[src/sv/tlbsa_pkg.sv]
// shared types, constants and helpers for the bitmap slot allocator
package tlbsa_pkg;

  localparam int LINES_DEF = 64;
  localparam int SLOTS_DEF = 64;
  localparam int IDX_W     = 12;
  localparam int OFF_W     = 20;
  localparam int SIZE_W    = 8;
  localparam int CNT_W     = 13;
  localparam int FFZ_W     = 64;
  localparam logic [SIZE_W-1:0] SIZE_RESET = 8'd8;

  typedef enum logic [1:0] {
    FUNC_ALLOC = 2'd0,
    FUNC_FREE  = 2'd1,
    FUNC_CLEAR = 2'd2,
    FUNC_NONE  = 2'd3
  } func_t;

  typedef enum logic [2:0] {
    OP_ALLOC,
    OP_FREE,
    OP_RANGE,
    OP_CLEAR,
    OP_NOP
  } op_t;

  typedef enum logic [1:0] {
    ST_OK     = 2'd0,
    ST_FULL   = 2'd1,
    ST_RANGE  = 2'd2,
    ST_UNUSED = 2'd3
  } status_t;

  typedef enum logic [2:0] {
    S_IDLE,
    S_DIV1,
    S_SPLIT,
    S_RD,
    S_UPD,
    S_MUL,
    S_OUT
  } state_t;

  typedef struct packed {
    op_t              op;
    logic [OFF_W-1:0] offset;
  } cmd_t;

  // index of the lowest clear bit, 0 when none
  function automatic logic [5:0] ffz(input logic [FFZ_W-1:0] v);
    logic [5:0] r;
    r = '0;
    for (int i = FFZ_W - 1; i >= 0; i--) begin
      if (!v[i]) r = 6'(i);
    end
    return r;
  endfunction

endpackage

[src/sv/tlbsa_front.sv]
// request intake: classify each request and queue it for the engine
module tlbsa_front
  import tlbsa_pkg::*;
#(
  parameter int LINES          = LINES_DEF,
  parameter int SLOTS_PER_LINE = SLOTS_DEF
) (
  input  logic              clk,
  input  logic              rst,
  input  logic              req_valid,
  output logic              req_ready,
  input  logic [1:0]        func,
  input  logic [OFF_W-1:0]  byte_offset,
  input  logic [SIZE_W-1:0] object_size,
  output logic              cmd_valid,
  input  logic              cmd_pop,
  output cmd_t              cmd
);

  localparam int POOL_SLOTS = LINES * SLOTS_PER_LINE;

  cmd_t        slots [2];
  logic        wr_ptr;
  logic        rd_ptr;
  logic [1:0]  count;
  logic [OFF_W:0] limit;
  cmd_t        in_cmd;
  logic        push;
  logic        pop;

  always_comb begin
    limit         = (OFF_W+1)'(POOL_SLOTS) * (OFF_W+1)'(object_size);
    in_cmd.offset = byte_offset;
    case (func_t'(func))
      FUNC_ALLOC: in_cmd.op = OP_ALLOC;
      FUNC_FREE: begin
        if (object_size == '0 || {1'b0, byte_offset} >= limit) in_cmd.op = OP_RANGE;
        else in_cmd.op = OP_FREE;
      end
      FUNC_CLEAR: in_cmd.op = OP_CLEAR;
      default:    in_cmd.op = OP_NOP;
    endcase
  end

  assign req_ready = count != 2'd2;
  assign push      = req_valid && req_ready;
  assign pop       = cmd_pop && cmd_valid;
  assign cmd_valid = count != 2'd0;
  assign cmd       = slots[rd_ptr];

  always_ff @(posedge clk) begin
    if (rst) begin
      wr_ptr <= 1'b0;
      rd_ptr <= 1'b0;
      count  <= '0;
    end else begin
      if (push) begin
        slots[wr_ptr] <= in_cmd;
        wr_ptr        <= ~wr_ptr;
      end
      if (pop) rd_ptr <= ~rd_ptr;
      if (push && !pop) count <= count + 1'b1;
      else if (pop && !push) count <= count - 1'b1;
    end
  end

endmodule

[config.mk]
export PLATFORM = sky130hd
export DESIGN_NAME = tlbsa_front
export DESIGN_NICKNAME = d
export VERILOG_FILES = /design/src/sv/tlbsa_pkg.sv /design/src/sv/tlbsa_front.sv
export SDC_FILE = /design/constraint.sdc
export NUM_CORES = 1
export LEC_CHECK = 0
export BUFFER_PORTS_ARGS = -buffer_cell sky130_fd_sc_hd__buf_2
export CORE_ASPECT_RATIO = 1.2
export CORE_MARGIN = 4
export CORE_UTILIZATION = 55
export CTS_CLUSTER_SIZE = 8
export DETAILED_ROUTE_END_ITERATION = 8
export GPL_TIMING_DRIVEN = 0
export PLACE_DENSITY = 0.83
export SETUP_SLACK_MARGIN = 0.2
export SLEW_MARGIN = 5
export SYNTH_ARGS = -nofsm -noshare
export SYNTH_HDL_FRONTEND = slang
export SYNTH_SLANG_ARGS = --single-unit
[constraint.sdc]
create_clock -name clk -period 4.9 [get_ports clk]
set_clock_uncertainty 0.2 [all_clocks]
set_input_delay 0.245 -clock clk [delete_from_list [all_inputs] [get_ports clk]]
set_output_delay 0.245 -clock clk [all_outputs]
set_load 0.05 [all_outputs]
==> metrics.md, run 1 <==
| Metric | Value |
|---|---|
| Status | `finished, final reports clean` |
| RSZ-0062 raised after global routing | `no` |
| CP Class | `input port to flop` |
| Max cap viols | `0` |
| Internal | `0.794 mW` |
| HP Class | `input port to flop` |
| Drt pass-1 iters | `4` |
| P_sw | `0.500 mW` |
| Clk_lat worst skew | `300 ps` |
| Multi-input gate area | `656 µm²` |
| Top cell type's share of synthesized area | `63.6%` |
| Drc violations | `0` |
| Slew Limit Fails | `0` |
| Ys Warns | `0` |
| Global placement routability congestion | `0.786` |
| # diodes | `0` |
| Post-synthesis sequential area ratio | `68.2%` |
| Number of synthesized register bits | `51` |
| Final core utilization | `77.5%` |
| Critical Path End Type | `flop` |
| Peak supply drop | `0.424 mV` |
| Power per standard cell area | `449 nW/µm²` |
| H-tree levels | `2` |
| Via-per-instance ratio | `5.27` |
| Initial Utilization | `58.3%` |
| Leakage | `1.16 nW` |
| Synth Area per Inst | `16.0 µm²` |
| Place WS | `2800 ps` |
| Total congestion overflow | `0` |
| Cell Rows | `24` |
| Nets@finish | `269` |
| Sequential Power Share | `42.5%` |
| Final number of setup-violating endpoints | `0` |
| Clock power frac | `17.9%` |
| # fillers | `238` |
| Core area | `3720 µm²` |
| Ys flop type | `edfxtp_1` |
| First-pass GRT wire length | `7650 µm` |
| Post-synthesis instance area | `2170 µm²` |
| Power, Total | `1.29 mW` |
| Clk buf depth | `2` |
| CP arrival | `2230 ps` |
| Final TNS setup | `0 ps` |
| Layout Area Growth over Synthesis | `32.9%` |
| Worst-path fanout max | `3` |
| Worst-margin pin slew | `676 ps` |
| GRT Util Overall | `20.7%` |
| Reg area | `1480 µm²` |
| Antenna Violating Nets Remaining | `0` |
| Finished layout cell area | `2880 µm²` |
| Clock tree sinks | `51` |
| Rel. slew slack | `54.7%` |
| Asr flop ratio synth | `0%` |
| Final Cycle Share | `48.6%` |
| Number of synthesized flops with an enable pin | `46` |
| CTS tree | `yes` |
| Routed wire per std cell | `17.2 µm` |
| Net Count, Synth | `179` |
| Hold Vio Cnt, Final | `0` |
| Initial antenna violation count | `0` |
| WL final | `4790 µm` |
| Die H | `76.8 µm` |
| Vias in the first global route | `1647` |
| Clock root cell | `clkbuf_8` |
| Clk slew on worst S/H paths | `80 ps` |
| Mapped Cells | `136` |
| Synth top area cells | `edfxtp_1, mux2_2, ha_1` |
| Pin count of the biggest net entering global routing | `17` |
| Combinational share of power | `39.6%` |
| Tmin final | `2380 ps` |
| Vias | `1469` |
| Die area | `5020 µm²` |
| Sw Share | `38.7%` |
| CTS buffer count | `5` |
| Post-DP Area | `2580 µm²` |
| Cell accounting for the most synthesized area | `edfxtp_1` |
| WP data required | `4750 ps` |
| Layout cell share with drive strength beyond 1 | `44.1%` |
| IO Pins | `59` |
| Die X | `65.4 µm` |
| FMAX | `420 MHz` |
| Final worst slack | `2520 ps` |
| DRT iter0 DRCs | `67` |
| Worst setup SP type | `input port` |
| Unique cell type count in the Yosys netlist | `29` |
| Post-detail-place hpwl | `3350 µm` |
| Port Buffer Count | `58` |
sequential cells by signal (all words and copies together) (netlist names), named ones only:
register	cells
count	2
rd_ptr	1
slots	46
wr_ptr	1
synthesized netlist by cell type (2+ instances only):
| master | n |
|---|---|
| nor4_1 | 3 |
| nand2_1 | 3 |
| nor2_1 | 6 |
| a21oi_1 | 2 |
| mux2_2 | 23 |
| inv_1 | 9 |
| buf_2 | 2 |
| xor2_1 | 4 |
| nand2b_1 | 3 |
| nor3_1 | 2 |
| edfxtp_1 | 46 |
| ha_1 | 9 |
| o21ai_0 | 2 |
| nand4_1 | 2 |
| dfxtp_1 | 5 |
| nor3b_1 | 2 |
critical path, stage by stage:
cell,delay [ps]
dlygate4sd3_1,540
buf_2,150
ha_1,340
and4bb_2,260
nand4_1,110
a31oi_1,90
o41ai_1,500
cells in the final DEF (no fill, tap or decap), types with 2 or more instances in the layout:
master         count
buf_2             60
edfxtp_1          46
mux2_2            23
dlygate4sd3_1     21
inv_1              9
ha_1               9
nor2_1             6
dfxtp_1            5
clkbuf_8           5
xor2_1             4
nand2b_1           3
nand2_1            3
nor4_1             3
buf_6              3
nand4_1            2
a21oi_1            2
o21ai_0            2
worst paths after layout:
kind / start / end / slack, ps / cells past startpoint
worst max-delay path: byte_offset[15] / slots[1][20] / 2520 / 7
worst min-delay path: func[1] / slots[0][22] / 80 / 2
worst max register to register: count[0] / slots[0][22] / 2830 / 5
worst min register to register: rd_ptr / rd_ptr / 320 / 2
power groups by stage:
stage          Clock (mW)  Combinational [mW]  Sequential (mW)
2_1_floorplan           0               0.381            0.554
3_3_place_gp            0               0.473            0.557
3_5_place_dp            0               0.499            0.560
4_1_cts             0.234               0.517            0.550
5_1_grt             0.258               0.543            0.554
6_report            0.232               0.512            0.550
cell families after synthesis:
group	share of synthesized area, %
DFF	68.2
and+or+nand+nor	7.49
muxes	11.9
buffers and inverters	2.02
AOI/OAI and AO/OA	3.52
adders and majority gates	5.19
xor gates and xnor gates	1.61
layer usage:
| layer | global-route usage [%] | up-vias | wire (µm) | share of wire, % |
|---|---|---|---|---|
| met5 | 0 | - | 0 | 0 |
| li1 | - | 705 | - | - |
| met2 | 40.0 | 44 | 2870 | 60 |
| met4 | 7.88 | 0 | 45 | 0.94 |
| met1 | 20.4 | 716 | 1680 | 35 |
| met3 | 5.12 | 4 | 197 | 4.1 |
repair_timing:
item                      in CTS  in global routing
resized for setup              0                  0
buffers inserted               0                  0
hold buffers                  21                  0
hold endpoints to repair      41                  0
layout make-up:
| type | instances | area share (%) |
|---|---|---|
| Buffer | 2 | 0.347 |
| Clock inverter | 3 | 0.694 |
| Clock buffer | 5 | 2.39 |
| Tap cell | 52 | 2.26 |
| Sequential cell | 51 | 51.4 |
| Inverter | 9 | 1.17 |
| Multi-Input combinational cell | 74 | 22.7 |
| Timing Repair Buffer | 83 | 19.0 |
through the flow:
step | hold WS [ps] | cells
6_report | 79.1 | 279
5_1_grt | 93.9 | 279
4_1_cts | 75.7 | 279
3_5_place_dp | 252 | 250
3_3_place_gp | 249 | 246
2_1_floorplan | 114 | 136
(Power assumes the default switching activity.)
==> run 2: changes to the inputs <==
- ABC_AREA: unset -> 1
- CORE_UTILIZATION: 55 -> 52
- PLACE_DENSITY: 0.83 -> 0.79
- clock period: 4.9 -> 2.2 ns (I/O delays scaled with it)
==> metrics.md, run 2 <==
| Metric | Value |
|---|---|
| Post-synthesis sequential area ratio | `65.4%` |
| HP Class | `input port to flop` |
| Number of synthesized flops with an enable pin | `46` |
| Global placement routability congestion | `0.784` |
| Setup slack, reg-to-reg | `410 ps` |
| Port Buffer Count | `58` |
| Vias | `1520` |
| Synth Area in XOR/XNOR | `0%` |
| Reg2Reg Capture Point | `rd_ptr` |
| Most common cell after layout, fill and taps aside | `buf_2` |
| Pin count of the biggest net entering global routing | `24` |
| Mux cell area share after synthesis | `13.1%` |
| Hold path cells | `4` |
| FF-to-FF path depth | `6` |
| # diodes | `0` |
| GRT Util Overall | `17.2%` |
| Die X | `68.3 µm` |
| Worst-path fanout max | `10` |
| Ys flop type | `edfxtp_1` |
| Critical Path End Type | `output port` |
| Nets@finish | `302` |
| Adder-Cell Fraction of Synth Area | `4.97%` |
| Antenna Violating Nets Remaining | `0` |
| Die area | `5480 µm²` |
| Peak supply drop | `0.640 mV` |
| Final Cycle Share | `83.4%` |
| CP Class | `flop to output port` |
| Layout cell share with drive strength beyond 1 | `38.1%` |
| WL final | `4340 µm` |
| Tmin final | `1840 ps` |
| Asr flop ratio synth | `0%` |
| FMAX | `545 MHz` |
| Initial Utilization | `53.6%` |
| CTS buffer count | `5` |
| First-pass GRT wire length | `6680 µm` |
| Clock tree sinks | `51` |
| RSZ-0062 raised after global routing | `no` |
| Routed wire per std cell | `13.7 µm` |
| Worst setup SP type | `flop` |
| Max cap viols | `0` |
| Clk buf depth | `2` |
| Status | `complete, but fails checks` |
| Post-synthesis instance area | `2270 µm²` |
| Clk_lat worst skew | `300 ps` |
| Via-per-instance ratio | `4.81` |
| Cell accounting for the most synthesized area | `edfxtp_1` |
| Rel. slew slack | `56.3%` |
| Core area | `4230 µm²` |
| DRT iter0 DRCs | `64` |
| IO Pins | `59` |
| Layout Area Growth over Synthesis | `33.8%` |
| Unique cell type count in the Yosys netlist | `20` |
| Power per standard cell area | `940 nW/µm²` |
| Hold Path Sink | `wr_ptr` |
| Fin Hold WS | `-1.86 ps` |
| Top Registers | `slots (46), count (2)` |
| Drc violations | `0` |
| Top cell type's share of synthesized area | `61.0%` |
| Post-Synth Simple-Gate Area | `9.11%` |
| Synth Area in Compound Gates | `3.31%` |
| H-tree levels | `2` |
| Clk slew on worst S/H paths | `90 ps` |
| Ys Warns | `0` |
| Setup Fix Bufs, Post-CTS | `0` |
| Place WS | `106 ps` |
| Vias in the first global route | `1500` |
| Most frequent cells in the layout | `buf_2, edfxtp_1, dlygate4sd3_1` |
| WP data required | `1890 ps` |
| Hold_sp | `req_valid` |
| Failing checks | `hold timing` |
| Die H | `80.3 µm` |
| Max reg flops | `46` |
| Synth Area per Inst | `13.7 µm²` |
| Reg2reg start | `count[1]` |
| Final number of setup-violating endpoints | `0` |
| Count leader, synth | `edfxtp_1` |
| Initial antenna violation count | `0` |
| Synth top area cells | `edfxtp_1, mux2_4, mux2_2` |
| Top cells by count, synth | `edfxtp_1, nand2_1, inv_1` |
| Total congestion overflow | `0` |
| Clock root cell | `clkbuf_8` |
| Main combinational cell family by area after synthesis | `multiplexers` |
| CTS tree | `yes` |
| Worst-margin pin slew | `653 ps` |
| Drt pass-1 iters | `6` |
| Final TNS setup | `0 ps` |
| Cell Rows | `26` |
| Number of synthesized register bits | `51` |
| Post-detail-place hpwl | `2860 µm` |
| CP arrival | `1530 ps` |
| Final worst slack | `365 ps` |
| Net Count, Synth | `209` |
| Largest Register | `slots` |
| Slew Limit Fails | `0` |
| Mapped Cells | `166` |
| Hold Vio Cnt, Final | `1` |
| Leakage | `1.28 nW` |
## run 2: final cells by class
cell class,count,area [µm²]
Buffer,2,22.5
Clock buffer,5,68.8
Clock inverter,3,20.0
Fill cell,308,1200
Inverter,19,71.3
Multi-Input combinational cell,96,747
Sequential cell,51,1480
Tap cell,56,70.1
Timing Repair Buffer,84,551
## run 2: report_power, final
part / leakage [nW] / switching, mW / internal, mW
combinational: 0.776 / 0.751 / 0.372
sequential: 0.463 / 0.0396 / 1.16
clock: 0.0402 / 0.303 / 0.222
## run 2: repair_timing
action	4_1_cts	5_1_grt
pin swaps	1	1
resized for setup	1	2
setup endpoints to repair	23	24
hold buffers	26	0
cloned	1	1
endpoints found under the hold margin	49	0
## run 2: metal layers
layer	part of all wire [%]	global-route usage, %	wire [µm]
met1	38	19.1	1630
met2	54	30.9	2350
met3	6.3	4.20	275
met4	1.9	6.36	82
met5	0	0	0
## run 2: how the worst max path moves through the flow
| stage | endpoint | slack, ps | cells after the start |
|---|---|---|---|
| after detailed placement | slots[1][11] | 110 | 4 |
| after global placement | slots[1][11] | 120 | 4 |
| final | cmd[7] | 360 | 3 |
| after global routing | slots[0][20] | 230 | 12 |
| after CTS | slots[0][17] | 150 | 6 |
| after floorplan | slots[1][0] | 290 | 4 |
## run 2: cell families (layout without fill, tap and decap cells)
kind of cell	Yosys count	count (layout)
adders and majority gates	9	9
buffers and inverters	21	113
and+or+nand+nor	49	51
AOI/OAI and AO/OA	13	13
DFF	51	51
muxes	23	23
## run 2: critical path, cell delays in order, from the launching register on
cell and delay, ps:
dfxtp_1 460, buf_6 200, mux2_2 350, buf_2 210
## run 2: stage by stage
stage                     util (%)  std cells  cell area (µm²)  power, mW  hold slack (ps)
after detailed placement      62.7        280             2650       2.29              118
final                         71.7        316             3030       2.85            -1.86
after floorplan                  -        166             2290       2.07            -20.9
after CTS                     71.4        315             3020       2.86             81.6
after global placement        62.7        280             2650       2.27              112
after global routing          71.7        316             3030       3.00             11.9
==> run 3: changes to the inputs <==
- ABC_AREA: 1 -> 0
- CORE_UTILIZATION: 52 -> 51
- PLACE_DENSITY: 0.79 -> 0.78
- clock period: 2.2 -> 1.8 ns (I/O delays scaled with it)
==> metrics.md, run 3 (synthesis results as in run 1) <==
| Metric | Value |
|---|---|
| Worst setup SP type | `flop` |
| Power, Total | `4.55 mW` |
| CP Class | `flop to output port` |
| Sequential Power Share | `33.9%` |
| Max reg flops | `46` |
| Final Cycle Share | `96.2%` |
| First-pass GRT wire length | `8670 µm` |
| Die area | `5370 µm²` |
| Tmin final | `1730 ps` |
| Cell Rows | `25` |
| Clk_lat worst skew | `310 ps` |
| Final worst slack | `68.6 ps` |
| Core area | `4040 µm²` |
| Clock root cell | `clkbuf_8` |
| Hold Vio Cnt, Final | `0` |
| Layout cell share with drive strength beyond 1 | `52.8%` |
| CP arrival | `1440 ps` |
| Worst-path fanout max | `5` |
| Total congestion overflow | `0` |
| Most common cell after layout, fill and taps aside | `edfxtp_1` |
| IO Pins | `59` |
| FMAX | `578 MHz` |
| WL final | `6590 µm` |
| # diodes | `0` |
| Place WS | `-352 ps` |
| P_sw | `1.67 mW` |
| Clk slew on worst S/H paths | `90 ps` |
| Vias in the first global route | `1721` |
| Critical path's largest stage delay | `410 ps` |
| H-tree levels | `2` |
| Top Registers | `slots (46), count (2)` |
| WP data required | `1510 ps` |
| Critical Path, Cell by Cell | `buf_12 > buf_8 > mux2_4 > buf_8` |
| HP Class | `input port to flop` |
| Max cap viols | `0` |
| Vias | `1684` |
| Status | `finished, final reports clean` |
| Drc violations | `0` |
| Worst-margin pin slew | `442 ps` |
| Peak supply drop | `0.985 mV` |
| Antenna Violating Nets Remaining | `0` |
| Initial Utilization | `53.8%` |
| Largest Register | `slots` |
| DRT iter0 DRCs | `121` |
| GRT Util Overall | `22.6%` |
| Die H | `79.5 µm` |
| Internal | `2.87 mW` |
| Most frequent cells in the layout | `edfxtp_1, buf_2, buf_8, dlygate4sd3_1, mux2_4` |
| Global placement routability congestion | `0.767` |
| Rel. slew slack | `70.2%` |
| CTS buffer count | `5` |
| Slew Limit Fails | `0` |
| Drt pass-1 iters | `4` |
| CP most frequent cell | `buf_8` |
| Post-detail-place hpwl | `3000 µm` |
| Power per standard cell area | `1270 nW/µm²` |
| Slowest CP cell | `dfxtp_4` |
| Sw Share | `36.8%` |
| # fillers | `158` |
| CTS tree | `yes` |
| Port Buffer Count | `58` |
| Leakage | `1.47 nW` |
| Routed wire per std cell | `22.0 µm` |
| Via-per-instance ratio | `5.61` |
| Combinational share of power | `52.0%` |
| Initial antenna violation count | `0` |
| Clock tree sinks | `51` |
| RSZ-0062 raised after global routing | `yes` |
| Clk buf depth | `2` |
| Final number of setup-violating endpoints | `0` |
| Layout Area Growth over Synthesis | `64.9%` |
| Clock power frac | `14.1%` |
| Die X | `67.6 µm` |
| Critical Path End Type | `output port` |
| Pin count of the biggest net entering global routing | `16` |
| Nets@finish | `288` |
## run 3: changes by cell type in the layout (fill, tap and decap cells not counted), sizes merged, moves of 4 or more
cell   change
inv       -10
a21oi      -6
buf       +19
nor2      -10
nand2     -26
xor2       +4
## run 3: final cells by class
cell class              count  area (µm²)  area share, %
flip-flops and latches     51        1490           41.6
repair buffers            100         998           27.9
multi-input cells          76         872           24.4
clock buffers               6        72.6           2.03
well taps                  54        67.6           1.89
inverters                   9        36.3           1.01
plain buffers               2        30.0          0.839
clock inverters             2        12.5          0.350
## run 3: power groups by stage
stage | clock [mW] | sequential (mW) | combinational, mW
2_1_floorplan | 0 | 1.51 | 1.07
3_3_place_gp | 0 | 1.52 | 1.32
3_5_place_dp | 0 | 1.53 | 1.35
4_1_cts | 0.631 | 1.53 | 2.16
5_1_grt | 0.708 | 1.55 | 2.45
6_report | 0.642 | 1.54 | 2.36
## run 3: critical path: cells and delay by family (launching register included)
| family | cells | cell delay, ps |
|---|---|---|
| DFF | 1 | 410 |
| muxes | 1 | 320 |
| buffers and inverters | 3 | 390 |
## run 3: layer usage
layer	up-vias	share of wire (%)	wire length (µm)	GRT usage, %
met3	8	5.3	352	3.94
met2	88	57	3770	42.4
met5	-	0	0	0
met4	0	1.2	82	9.13
met1	841	36	2390	24.0
li1	747	-	-	-
## run 3: final timing paths
check / to / start / slack (ps) / cells after the start
min: rd_ptr / cmd_pop / 80 / 5
min reg2reg: rd_ptr / rd_ptr / 330 / 2
max: cmd[17] / flop / 70 / 4
max reg2reg: count[1] / count[1] / 120 / 8
## run 3: through the flow
stage	instance area, µm²	setup TNS (ps)	hold WS [ps]	std cells	utilization [%]
after floorplan	2210	-5060	-45.0	136	-
after global placement	2570	-10970	92.4	248	63.6
after detailed placement	2570	-15160	99.6	248	63.6
after CTS	3450	0	39.1	297	85.5
after global routing	3580	0	91.2	300	88.7
final	3580	0	75.7	300	88.7
## run 3: repair_timing
action / in CTS / in global routing
setup buffers: 14 / 3
endpoints found under the hold margin: 47 / 0
cloned: 4 / 0
hold buffers: 23 / 0
resized for setup: 99 / 25
pin swaps: 8 / 4
endpoints found under the setup margin: 69 / 74
